--- src/rtl/qts_pkg.sv ---
// Shared types, character codes and helper functions for the quoted token splitter.
package qts_pkg;

    localparam int QUEUE_DEPTH_DEF = 4;
    localparam int RUN_MAX         = 3;

    localparam logic [1:0] KIND_CHAR = 2'd0;
    localparam logic [1:0] KIND_END  = 2'd1;
    localparam logic [1:0] KIND_ERR  = 2'd2;

    localparam logic [7:0] CH_HASH      = 8'h23;
    localparam logic [7:0] CH_QUOTE     = 8'h22;
    localparam logic [7:0] CH_BACKSLASH = 8'h5C;
    localparam logic [7:0] CH_LF        = 8'h0A;
    localparam logic [7:0] CH_TAB       = 8'h09;
    localparam logic [7:0] CH_CR        = 8'h0D;
    localparam logic [7:0] CH_VT        = 8'h0B;
    localparam logic [7:0] CH_FF        = 8'h0C;
    localparam logic [7:0] CH_SPACE     = 8'h20;
    localparam logic [7:0] CH_LPAREN    = 8'h28;
    localparam logic [7:0] CH_RPAREN    = 8'h29;
    localparam logic [7:0] CH_LBRACK    = 8'h5B;
    localparam logic [7:0] CH_RBRACK    = 8'h5D;
    localparam logic [7:0] CH_LBRACE    = 8'h7B;
    localparam logic [7:0] CH_RBRACE    = 8'h7D;
    localparam logic [7:0] CH_LOWER_N   = 8'h6E;
    localparam logic [7:0] CH_LOWER_T   = 8'h74;
    localparam logic [7:0] CH_LOWER_R   = 8'h72;

    // All results caused by one input word
    typedef struct packed {
        logic [1:0]                  cnt;
        logic [RUN_MAX-1:0][1:0]     kind;
        logic [RUN_MAX-1:0][7:0]     chr;
    } run_t;

    function automatic logic is_space(input logic [7:0] c);
        return c inside {CH_SPACE, CH_TAB, CH_LF, CH_VT, CH_FF, CH_CR};
    endfunction

    function automatic logic is_bracket(input logic [7:0] c);
        return c inside {CH_LPAREN, CH_RPAREN, CH_LBRACK, CH_RBRACK, CH_LBRACE, CH_RBRACE};
    endfunction

    function automatic logic [7:0] esc_char(input logic [7:0] c);
        logic [7:0] t;
        case (c)
            CH_LOWER_N: t = CH_LF;
            CH_LOWER_T: t = CH_TAB;
            CH_LOWER_R: t = CH_CR;
            default:    t = c;
        endcase
        return t;
    endfunction

endpackage

--- src/rtl/qts_if.sv ---
// Valid/ready channel interfaces for text input and token output.
interface qts_in_if;
    logic       valid;
    logic       ready;
    logic [7:0] text_byte;
    logic       line_end;

    modport source (output valid, output text_byte, output line_end, input ready);
    modport sink   (input valid, input text_byte, input line_end, output ready);
endinterface

interface qts_out_if;
    logic       valid;
    logic       ready;
    logic [1:0] kind;
    logic [7:0] out_char;
    logic       last_of_run;

    modport source (output valid, output kind, output out_char, output last_of_run,
                    input ready);
    modport sink   (input valid, input kind, input out_char, input last_of_run,
                    output ready);
endinterface

--- src/rtl/qts_front.sv ---
// Front end: accepts text words, tracks lexer state and builds the result run per word.
module qts_front (
    input  logic          clk,
    input  logic          rst_n,
    qts_in_if.sink        text_in,
    input  logic          q_full,
    output logic          push,
    output qts_pkg::run_t push_run
);
    import qts_pkg::*;

    logic ins_reg, esc_reg, tok_reg, start_reg, skip_reg;
    logic ins_next, esc_next, tok_next, start_next, skip_next;
    logic acc;
    logic [7:0] c;
    logic [1:0] n;
    logic skip;
    run_t run;

    assign text_in.ready = !q_full;
    assign acc = text_in.valid && text_in.ready;
    assign c = text_in.text_byte;

    always_comb
    begin
        run = '0;
        n = '0;
        ins_next = ins_reg;
        esc_next = esc_reg;
        tok_next = tok_reg;
        skip = skip_reg || (start_reg && c == CH_HASH);
        if (!skip)
        begin
            if (c == CH_QUOTE && !esc_reg)
            begin
                ins_next = !ins_reg;
                run.kind[n] = KIND_CHAR;
                run.chr[n] = c;
                n = n + 2'd1;
                tok_next = 1'b1;
                if (!ins_next)
                begin
                    run.kind[n] = KIND_END;
                    n = n + 2'd1;
                    tok_next = 1'b0;
                end
            end
            else if (c == CH_BACKSLASH && !esc_reg)
            begin
                esc_next = 1'b1;
            end
            else if (esc_reg)
            begin
                run.kind[n] = KIND_CHAR;
                run.chr[n] = esc_char(c);
                n = n + 2'd1;
                tok_next = 1'b1;
                esc_next = 1'b0;
            end
            else if (ins_reg)
            begin
                run.kind[n] = KIND_CHAR;
                run.chr[n] = c;
                n = n + 2'd1;
                tok_next = 1'b1;
            end
            else if (is_space(c))
            begin
                if (tok_reg)
                begin
                    run.kind[n] = KIND_END;
                    n = n + 2'd1;
                end
                tok_next = 1'b0;
            end
            else if (is_bracket(c))
            begin
                if (tok_reg)
                begin
                    run.kind[n] = KIND_END;
                    n = n + 2'd1;
                end
                run.kind[n] = KIND_CHAR;
                run.chr[n] = c;
                n = n + 2'd1;
                run.kind[n] = KIND_END;
                n = n + 2'd1;
                tok_next = 1'b0;
            end
            else
            begin
                run.kind[n] = KIND_CHAR;
                run.chr[n] = c;
                n = n + 2'd1;
                tok_next = 1'b1;
            end
            if (text_in.line_end)
            begin
                if (tok_next)
                begin
                    run.kind[n] = KIND_END;
                    n = n + 2'd1;
                end
                if (ins_next)
                begin
                    run.kind[n] = KIND_ERR;
                    n = n + 2'd1;
                end
            end
        end
        run.cnt = n;
        start_next = 1'b0;
        skip_next = skip;
        if (text_in.line_end)
        begin
            ins_next = 1'b0;
            esc_next = 1'b0;
            tok_next = 1'b0;
            start_next = 1'b1;
            skip_next = 1'b0;
        end
    end

    assign push = acc && (run.cnt != 2'd0);
    assign push_run = run;

    always_ff @(posedge clk or negedge rst_n)
    begin
        if (!rst_n)
        begin
            ins_reg   <= 1'b0;
            esc_reg   <= 1'b0;
            tok_reg   <= 1'b0;
            start_reg <= 1'b1;
            skip_reg  <= 1'b0;
        end
        else if (acc)
        begin
            ins_reg   <= ins_next;
            esc_reg   <= esc_next;
            tok_reg   <= tok_next;
            start_reg <= start_next;
            skip_reg  <= skip_next;
        end
    end

    // comment lines produce nothing
    a_skip_silent: assert property (@(posedge clk) disable iff (!rst_n)
        acc && skip_reg |-> !push)
        else $error("result pushed while skipping a comment line");

    a_line_reset: assert property (@(posedge clk) disable iff (!rst_n)
        acc && text_in.line_end |=> start_reg && !ins_reg && !esc_reg && !tok_reg && !skip_reg)
        else $error("state not restored after line end");

endmodule

--- src/rtl/qts_queue.sv ---
// Small FIFO of result runs between front and back end.
module qts_queue #(
    parameter int DEPTH = qts_pkg::QUEUE_DEPTH_DEF
) (
    input  logic          clk,
    input  logic          rst_n,
    input  logic          push,
    input  qts_pkg::run_t push_run,
    output logic          full,
    input  logic          pop,
    output logic          head_valid,
    output qts_pkg::run_t head_run
);
    import qts_pkg::*;

    localparam int PTR_W = (DEPTH > 1) ? $clog2(DEPTH) : 1;
    localparam int CNT_W = $clog2(DEPTH + 1);

    run_t               mem_reg [DEPTH];
    logic [PTR_W-1:0]   wr_ptr_reg, rd_ptr_reg;
    logic [CNT_W-1:0]   count_reg;
    logic               do_pop;

    assign full       = (count_reg == CNT_W'(DEPTH));
    assign head_valid = (count_reg != '0);
    assign head_run   = mem_reg[rd_ptr_reg];
    assign do_pop     = pop && head_valid;

    always_ff @(posedge clk)
    begin
        if (push)
        begin
            mem_reg[wr_ptr_reg] <= push_run;
        end
    end

    always_ff @(posedge clk or negedge rst_n)
    begin
        if (!rst_n)
        begin
            wr_ptr_reg <= '0;
            rd_ptr_reg <= '0;
            count_reg  <= '0;
        end
        else
        begin
            if (push)
            begin
                wr_ptr_reg <= (wr_ptr_reg == PTR_W'(DEPTH - 1)) ? '0 : wr_ptr_reg + 1'b1;
            end
            if (do_pop)
            begin
                rd_ptr_reg <= (rd_ptr_reg == PTR_W'(DEPTH - 1)) ? '0 : rd_ptr_reg + 1'b1;
            end
            if (push && !do_pop)
            begin
                count_reg <= count_reg + 1'b1;
            end
            else if (do_pop && !push)
            begin
                count_reg <= count_reg - 1'b1;
            end
        end
    end

    a_no_overflow: assert property (@(posedge clk) disable iff (!rst_n)
        push |-> !full || do_pop)
        else $error("run queue overflow");

endmodule

--- src/rtl/qts_back.sv ---
// Back end: walks each queued run and presents its results one per cycle while the receiver is ready.
module qts_back (
    input  logic          clk,
    input  logic          rst_n,
    input  logic          head_valid,
    input  qts_pkg::run_t head_run,
    output logic          pop,
    qts_out_if.source     token_out
);
    import qts_pkg::*;

    logic [1:0] idx_reg;
    logic       out_valid_reg;
    logic [1:0] kind_reg;
    logic [7:0] char_reg;
    logic       last_reg;
    logic       load;
    logic       is_last;

    assign load    = head_valid && (!out_valid_reg || token_out.ready);
    assign is_last = (idx_reg == head_run.cnt - 2'd1);
    assign pop     = load && is_last;

    assign token_out.valid       = out_valid_reg;
    assign token_out.kind        = kind_reg;
    assign token_out.out_char    = char_reg;
    assign token_out.last_of_run = last_reg;

    always_ff @(posedge clk or negedge rst_n)
    begin
        if (!rst_n)
        begin
            idx_reg       <= '0;
            out_valid_reg <= 1'b0;
        end
        else
        begin
            if (load)
            begin
                out_valid_reg <= 1'b1;
                idx_reg <= is_last ? 2'd0 : idx_reg + 2'd1;
            end
            else if (token_out.ready)
            begin
                out_valid_reg <= 1'b0;
            end
        end
    end

    always_ff @(posedge clk)
    begin
        if (load)
        begin
            kind_reg <= head_run.kind[idx_reg];
            char_reg <= head_run.chr[idx_reg];
            last_reg <= is_last;
        end
    end

    a_idx_in_run: assert property (@(posedge clk) disable iff (!rst_n)
        head_valid |-> idx_reg < head_run.cnt)
        else $error("run index beyond run length");

endmodule

--- src/rtl/quoted_token_splitter_core.sv ---
// Top level of the quoted token splitter: front end, run queue and back end.
// Splits text into token characters, end-of-token marks and open-string errors. One text word is
// accepted per cycle while the run queue has room; each word yields zero to
// three results, and results leave at one per cycle from a registered output
// while the receiver is ready. A word's run is written into the run queue and
// then loaded result by result into the output register, so a long run holds
// the back end while it drains; the queue of QUEUE_DEPTH runs absorbs such
// bursts, and input stalls only when it fills.
module quoted_token_splitter_core #(
    parameter int QUEUE_DEPTH = qts_pkg::QUEUE_DEPTH_DEF
) (
    input  logic       clk,
    input  logic       rst_n,
    qts_in_if.sink     text_in,
    qts_out_if.source  token_out
);
    import qts_pkg::*;

    logic q_full;
    logic push;
    run_t push_run;
    logic pop;
    logic head_valid;
    run_t head_run;

    qts_front u_front (
        .clk      (clk),
        .rst_n    (rst_n),
        .text_in  (text_in),
        .q_full   (q_full),
        .push     (push),
        .push_run (push_run)
    );

    qts_queue #(
        .DEPTH (QUEUE_DEPTH)
    ) u_queue (
        .clk        (clk),
        .rst_n      (rst_n),
        .push       (push),
        .push_run   (push_run),
        .full       (q_full),
        .pop        (pop),
        .head_valid (head_valid),
        .head_run   (head_run)
    );

    qts_back u_back (
        .clk        (clk),
        .rst_n      (rst_n),
        .head_valid (head_valid),
        .head_run   (head_run),
        .pop        (pop),
        .token_out  (token_out)
    );

endmodule

--- src/flat_wrapper.sv ---
// flat-port wrapper written by rule: the top's interface ports become plain ports
module quoted_token_splitter_core_flat import qts_pkg::*;
#(
    parameter int QUEUE_DEPTH = qts_pkg::QUEUE_DEPTH_DEF
)
  (clk, rst_n, text_in_valid, text_in_text_byte, text_in_line_end, text_in_ready, token_out_valid, token_out_kind, token_out_out_char, token_out_last_of_run, token_out_ready);
  qts_in_if text_in_i ();
  qts_out_if token_out_i ();
  input  logic clk;
  input  logic rst_n;
  input wire logic [$bits(text_in_i.valid)-1:0] text_in_valid;
  input wire logic [$bits(text_in_i.text_byte)-1:0] text_in_text_byte;
  input wire logic [$bits(text_in_i.line_end)-1:0] text_in_line_end;
  output wire logic [$bits(text_in_i.ready)-1:0] text_in_ready;
  output wire logic [$bits(token_out_i.valid)-1:0] token_out_valid;
  output wire logic [$bits(token_out_i.kind)-1:0] token_out_kind;
  output wire logic [$bits(token_out_i.out_char)-1:0] token_out_out_char;
  output wire logic [$bits(token_out_i.last_of_run)-1:0] token_out_last_of_run;
  input wire logic [$bits(token_out_i.ready)-1:0] token_out_ready;
  assign text_in_i.valid = text_in_valid;
  assign text_in_i.text_byte = text_in_text_byte;
  assign text_in_i.line_end = text_in_line_end;
  assign text_in_ready = text_in_i.ready;
  assign token_out_valid = token_out_i.valid;
  assign token_out_kind = token_out_i.kind;
  assign token_out_out_char = token_out_i.out_char;
  assign token_out_last_of_run = token_out_i.last_of_run;
  assign token_out_i.ready = token_out_ready;
  quoted_token_splitter_core #(.QUEUE_DEPTH(QUEUE_DEPTH)) u_core (.clk(clk), .rst_n(rst_n), .text_in(text_in_i), .token_out(token_out_i));
endmodule
--- config.mk ---
export PLATFORM = sky130hd
export DESIGN_NAME = quoted_token_splitter_core_flat
export DESIGN_NICKNAME = d
export VERILOG_FILES = /design/src/rtl/qts_pkg.sv /design/src/rtl/qts_if.sv /design/src/rtl/qts_front.sv /design/src/rtl/qts_queue.sv /design/src/rtl/qts_back.sv /design/src/rtl/quoted_token_splitter_core.sv /design/src/flat_wrapper.sv
export SDC_FILE = /design/constraint.sdc
export NUM_CORES = 1
export LEC_CHECK = 0
export BUFFER_PORTS_ARGS = -buffer_cell sky130_fd_sc_hd__buf_2
export CORE_ASPECT_RATIO = 1.4
export CORE_UTILIZATION = 45
export CTS_CLUSTER_SIZE = 20
export DETAILED_ROUTE_END_ITERATION = 12
export PLACE_DENSITY = 0.7
export SETUP_SLACK_MARGIN = 0.15
export SLEW_MARGIN = 20
export SYNTH_ARGS = -nofsm -noshare
export SYNTH_HDL_FRONTEND = slang
export SYNTH_SLANG_ARGS = --single-unit
--- constraint.sdc ---
create_clock -name clk -period 4.15 [get_ports clk]
set_input_delay 0.415 -clock clk [delete_from_list [all_inputs] [get_ports clk]]
set_output_delay 0.415 -clock clk [all_outputs]
set_load 0.03 [all_outputs]
==> flow_summary.yaml <==
outcome:
  outcome: "completed"
cts:
  tritoncts: "yes"
  cts_max_path_buffers: 2
  clock_tree.htree_level_count: 4
  cts.clk_slew.worst_paths_ps: 50
  cts.root.buffer_cell: "sky130_fd_sc_hd__clkbuf_16"
  cts.sinks: 122
  clock_latency_ps: 400
  cts_buffers: 17
global_route:
  gr-usage-all-layers: 0.181
  grt_overflow_total: 0
  grt_start_max_net_pins: 25
  grt_pass1_vias: 3355
  first_pass_grt_wire_length_mm: 17.1
  antenna_violations_before_repair: 0
setup_path:
  cp.arrival_ps: 4140
  critPathMaxFanout: 4
  worst-endpoint-required_ps: 4430
  crit_path_start_kind: "input port"
  crit_path_end_kind: "flip-flop"
  criticalPathCategory: "in -> reg"
power_and_ir_drop:
  power_frac_comb: 0.283
  share_seq_of_total_power: 0.411
  clkPwrFrac: 0.307
  cell_internal_pwr_w: 0.00312
  static_leakage_nw: 2.58
  proportion_of_total_power_due_to_net_switching: 0.298
  power.density_nw_per_um2: 651
  total_switching_power_w: 0.00132
  max-vdd-ir-drop_mv: 0.288
finish:
  multiInputGateArea_um2: 1970
  fillCellCount: 974
  largest_register_ff_count: 96
  num_antenna_cells: 0
  layout.cell_area.non_filler_um2: 6830
  ff_latch_area_um2: 3590
  drive_gt1_frac: 0.327
  area_growth_pct: 21.2
  num-nets-final: 460
  final_core_util: 0.557
sta:
  rsz0062_at_grt: "no"
  period_needed_ps: 3850
  tightestPinTransition_ps: 767
  finalHoldViolCount: 0
  maxSlewViolCount: 0
  postLayoutSetupSlackWorst_ps: 296
  final.period_utilization: 0.929
  maxSlewHeadroom: 0.489
  fin_skew_ps: 10.1
  clock.fmax_mhz: 259
  setup-violations-final: 0
placement:
  detailedPlacementHpwl_mm: 7.13
  preCtsSetupSlack_ps: -210
  placed_cell_area_um2: 6210
  gp_routability_congestion: 0.810
  port_buffers: 25
yosys:
  post-synth-top-count-cell: "sky130_fd_sc_hd__edfxtp_1"
  yosys.cell_types.count: 66
  post_synth_inst_count: 369
  yosysTopAreaCell: "sky130_fd_sc_hd__edfxtp_1"
  synth-edff-count: 107
  netlist.area_leader.share: 0.570
  share_of_async_settable_or_async_resettable_flops_after_synthesis: 0.123
  synthesis.area_per_instance_um2: 15.3
  synth_warnings: 0
  yosysSeqAreaShare: 0.637
  synth_seq_cells: 122
  synth.area.top_cells: "sky130_fd_sc_hd__edfxtp_1, sky130_fd_sc_hd__mux4_2, sky130_fd_sc_hd__dfrtp_1"
  synthTopCellsByCount: "sky130_fd_sc_hd__edfxtp_1, sky130_fd_sc_hd__nand2_1, sky130_fd_sc_hd__mux4_2, sky130_fd_sc_hd__nor2_1, sky130_fd_sc_hd__inv_1"
  post_synth_instance_area_um2: 5630
  main_synth_ff_type: "sky130_fd_sc_hd__edfxtp_1"
die:
  row_count: 48
  pin_count: 26
  chipHeight_um: 134
  floorplan.die_area_um2: 13000
  placeableCoreArea_um2: 12300
  floorplan.initialDensity: 0.460
  die_w_um: 96.6
routing:
  number_of_remaining_drc_errors: 0
  viasPerCell: 5.44
  route.vias.total: 3248
  detail_route.wl_per_cell_um: 18.0
  firstDrtPassIters: 4
  dr.first_iter.drc_count: 202
  drt_wl_total_mm: 10.8
  antenna_left: 0
min_path:
  timing.hold.worst.class: "in -> reg"
flow_run:
  timing.max_cap.violations: 0
cell families (layout without fill, tap and decap cells):
logic type | after synthesis | count (layout) | synth area share
DFF | 122 | 122 | 0.637
and+or+nand+nor | 100 | 100 | 0.0964
AOI/OAI and AO/OA | 51 | 51 | 0.0715
muxes | 40 | 40 | 0.127
buffers and inverters | 35 | 110 | 0.0260
adders and majority gates | 14 | 14 | 0.0320
xor gates and xnor gates | 6 | 6 | 0.00933
other | 1 | 4 | 0.000666
per-layer routing:
| metal | routed length, um | GRT usage | up-vias |
|---|---|---|---|
| met5 | 0 | 0 | - |
| li1 | - | - | 1545 |
| met1 | 4360 | 0.208 | 1623 |
| met4 | 130 | 0.0743 | 0 |
| met3 | 293 | 0.0402 | 10 |
| met2 | 5970 | 0.320 | 70 |
final timing paths:
kind	endpoint	slack [ps]	from	cells after the start
max in group asynchronous	u_core.u_front.start_reg	3360	rst_n	2
setup / recovery	u_core.u_queue.count_reg[2]	300	text_in_text_byte[3]	22
setup reg to reg	u_core.u_queue.count_reg[2]	370	u_core.u_front.esc_reg	18
hold reg to reg	u_core.u_queue.count_reg[2]	510	u_core.u_queue.count_reg[2]	1
hold / removal	u_core.u_back.token_out.valid	210	token_out_ready	2
min in group asynchronous	u_core.u_back.idx_reg[0]	470	rst_n	2
final cells by class:
| class | count | share of cell area |
|---|---|---|
| flip-flops and latches | 122 | 0.526 |
| multi-input cells | 215 | 0.288 |
| repair buffers | 63 | 0.0678 |
| clock buffers | 18 | 0.0629 |
| well taps | 150 | 0.0275 |
| clock inverters | 14 | 0.0192 |
| inverters | 15 | 0.00825 |
what timing repair did:
item | 4_1_cts | 5_1_grt
hold buffers | 1 | 0
endpoints found under the setup margin | 0 | 2
gates resized for setup | 0 | 4
buffers inserted | 0 | 4
endpoints found under the hold margin | 14 | 0
power by group through the flow:
| stage | logic [W] | registers, W | clock network, W |
|---|---|---|---|
| 2_1_floorplan | 0.000860 | 0.00187 | 0 |
| 4_1_cts | 0.00127 | 0.00183 | 0.00138 |
| 5_1_grt | 0.00137 | 0.00185 | 0.00143 |
| 6_report | 0.00126 | 0.00183 | 0.00136 |
| 3_3_place_gp | 0.00122 | 0.00183 | 0 |
| 3_5_place_dp | 0.00125 | 0.00185 | 0 |
cells in the final DEF (no fill, tap or decap), types with 4 or more instances in the layout:
cell type	n
sky130_fd_sc_hd__inv_1	14
sky130_fd_sc_hd__nor2_1	21
sky130_fd_sc_hd__mux2i_1	11
sky130_fd_sc_hd__and2_1	8
sky130_fd_sc_hd__nor2b_1	5
sky130_fd_sc_hd__o22ai_1	5
sky130_fd_sc_hd__edfxtp_1	107
sky130_fd_sc_hd__mux4_2	24
sky130_fd_sc_hd__a21oi_1	7
sky130_fd_sc_hd__buf_12	4
sky130_fd_sc_hd__buf_2	25
sky130_fd_sc_hd__nand2_1	24
sky130_fd_sc_hd__buf_4	33
sky130_fd_sc_hd__and2_2	4
sky130_fd_sc_hd__clkinv_1	4
sky130_fd_sc_hd__conb_1	4
sky130_fd_sc_hd__nor3_1	7
sky130_fd_sc_hd__clkbuf_16	17
sky130_fd_sc_hd__o21ai_0	8
sky130_fd_sc_hd__ha_1	11
sky130_fd_sc_hd__dfrtp_1	14
sky130_fd_sc_hd__nand2b_1	4
through the flow:
stage	total power [W]	setup TNS, ps	hold WS [ps]	instances
after floorplan	0.00273	-54.1	119	372
after global placement	0.00304	-161	343	560
after detailed placement	0.00310	-332	366	560
after CTS	0.00448	0	193	593
after global routing	0.00465	0	202	597
final	0.00444	0	207	597
critical path: stages:
cell and delay (ps):
sky130_fd_sc_hd__buf_2 110, sky130_fd_sc_hd__or4b_4 540, sky130_fd_sc_hd__a21boi_4 180, sky130_fd_sc_hd__nor2_4 60, sky130_fd_sc_hd__nand2_2 50, sky130_fd_sc_hd__nand2_2 60
sky130_fd_sc_hd__nor2_2 110, sky130_fd_sc_hd__o22ai_1 100, sky130_fd_sc_hd__ha_1 340, sky130_fd_sc_hd__o21ai_2 170, sky130_fd_sc_hd__ha_1 240, sky130_fd_sc_hd__nand2b_4 130
sky130_fd_sc_hd__maj3_2 280, sky130_fd_sc_hd__and2_4 170, sky130_fd_sc_hd__o31ai_4 60, sky130_fd_sc_hd__o31a_4 210, sky130_fd_sc_hd__ha_4 140, sky130_fd_sc_hd__inv_2 40
sky130_fd_sc_hd__fa_2 340, sky130_fd_sc_hd__xor2_1 170, sky130_fd_sc_hd__nor2_1 70, sky130_fd_sc_hd__xor2_1 150
Power figures use the tool's default switching activity.
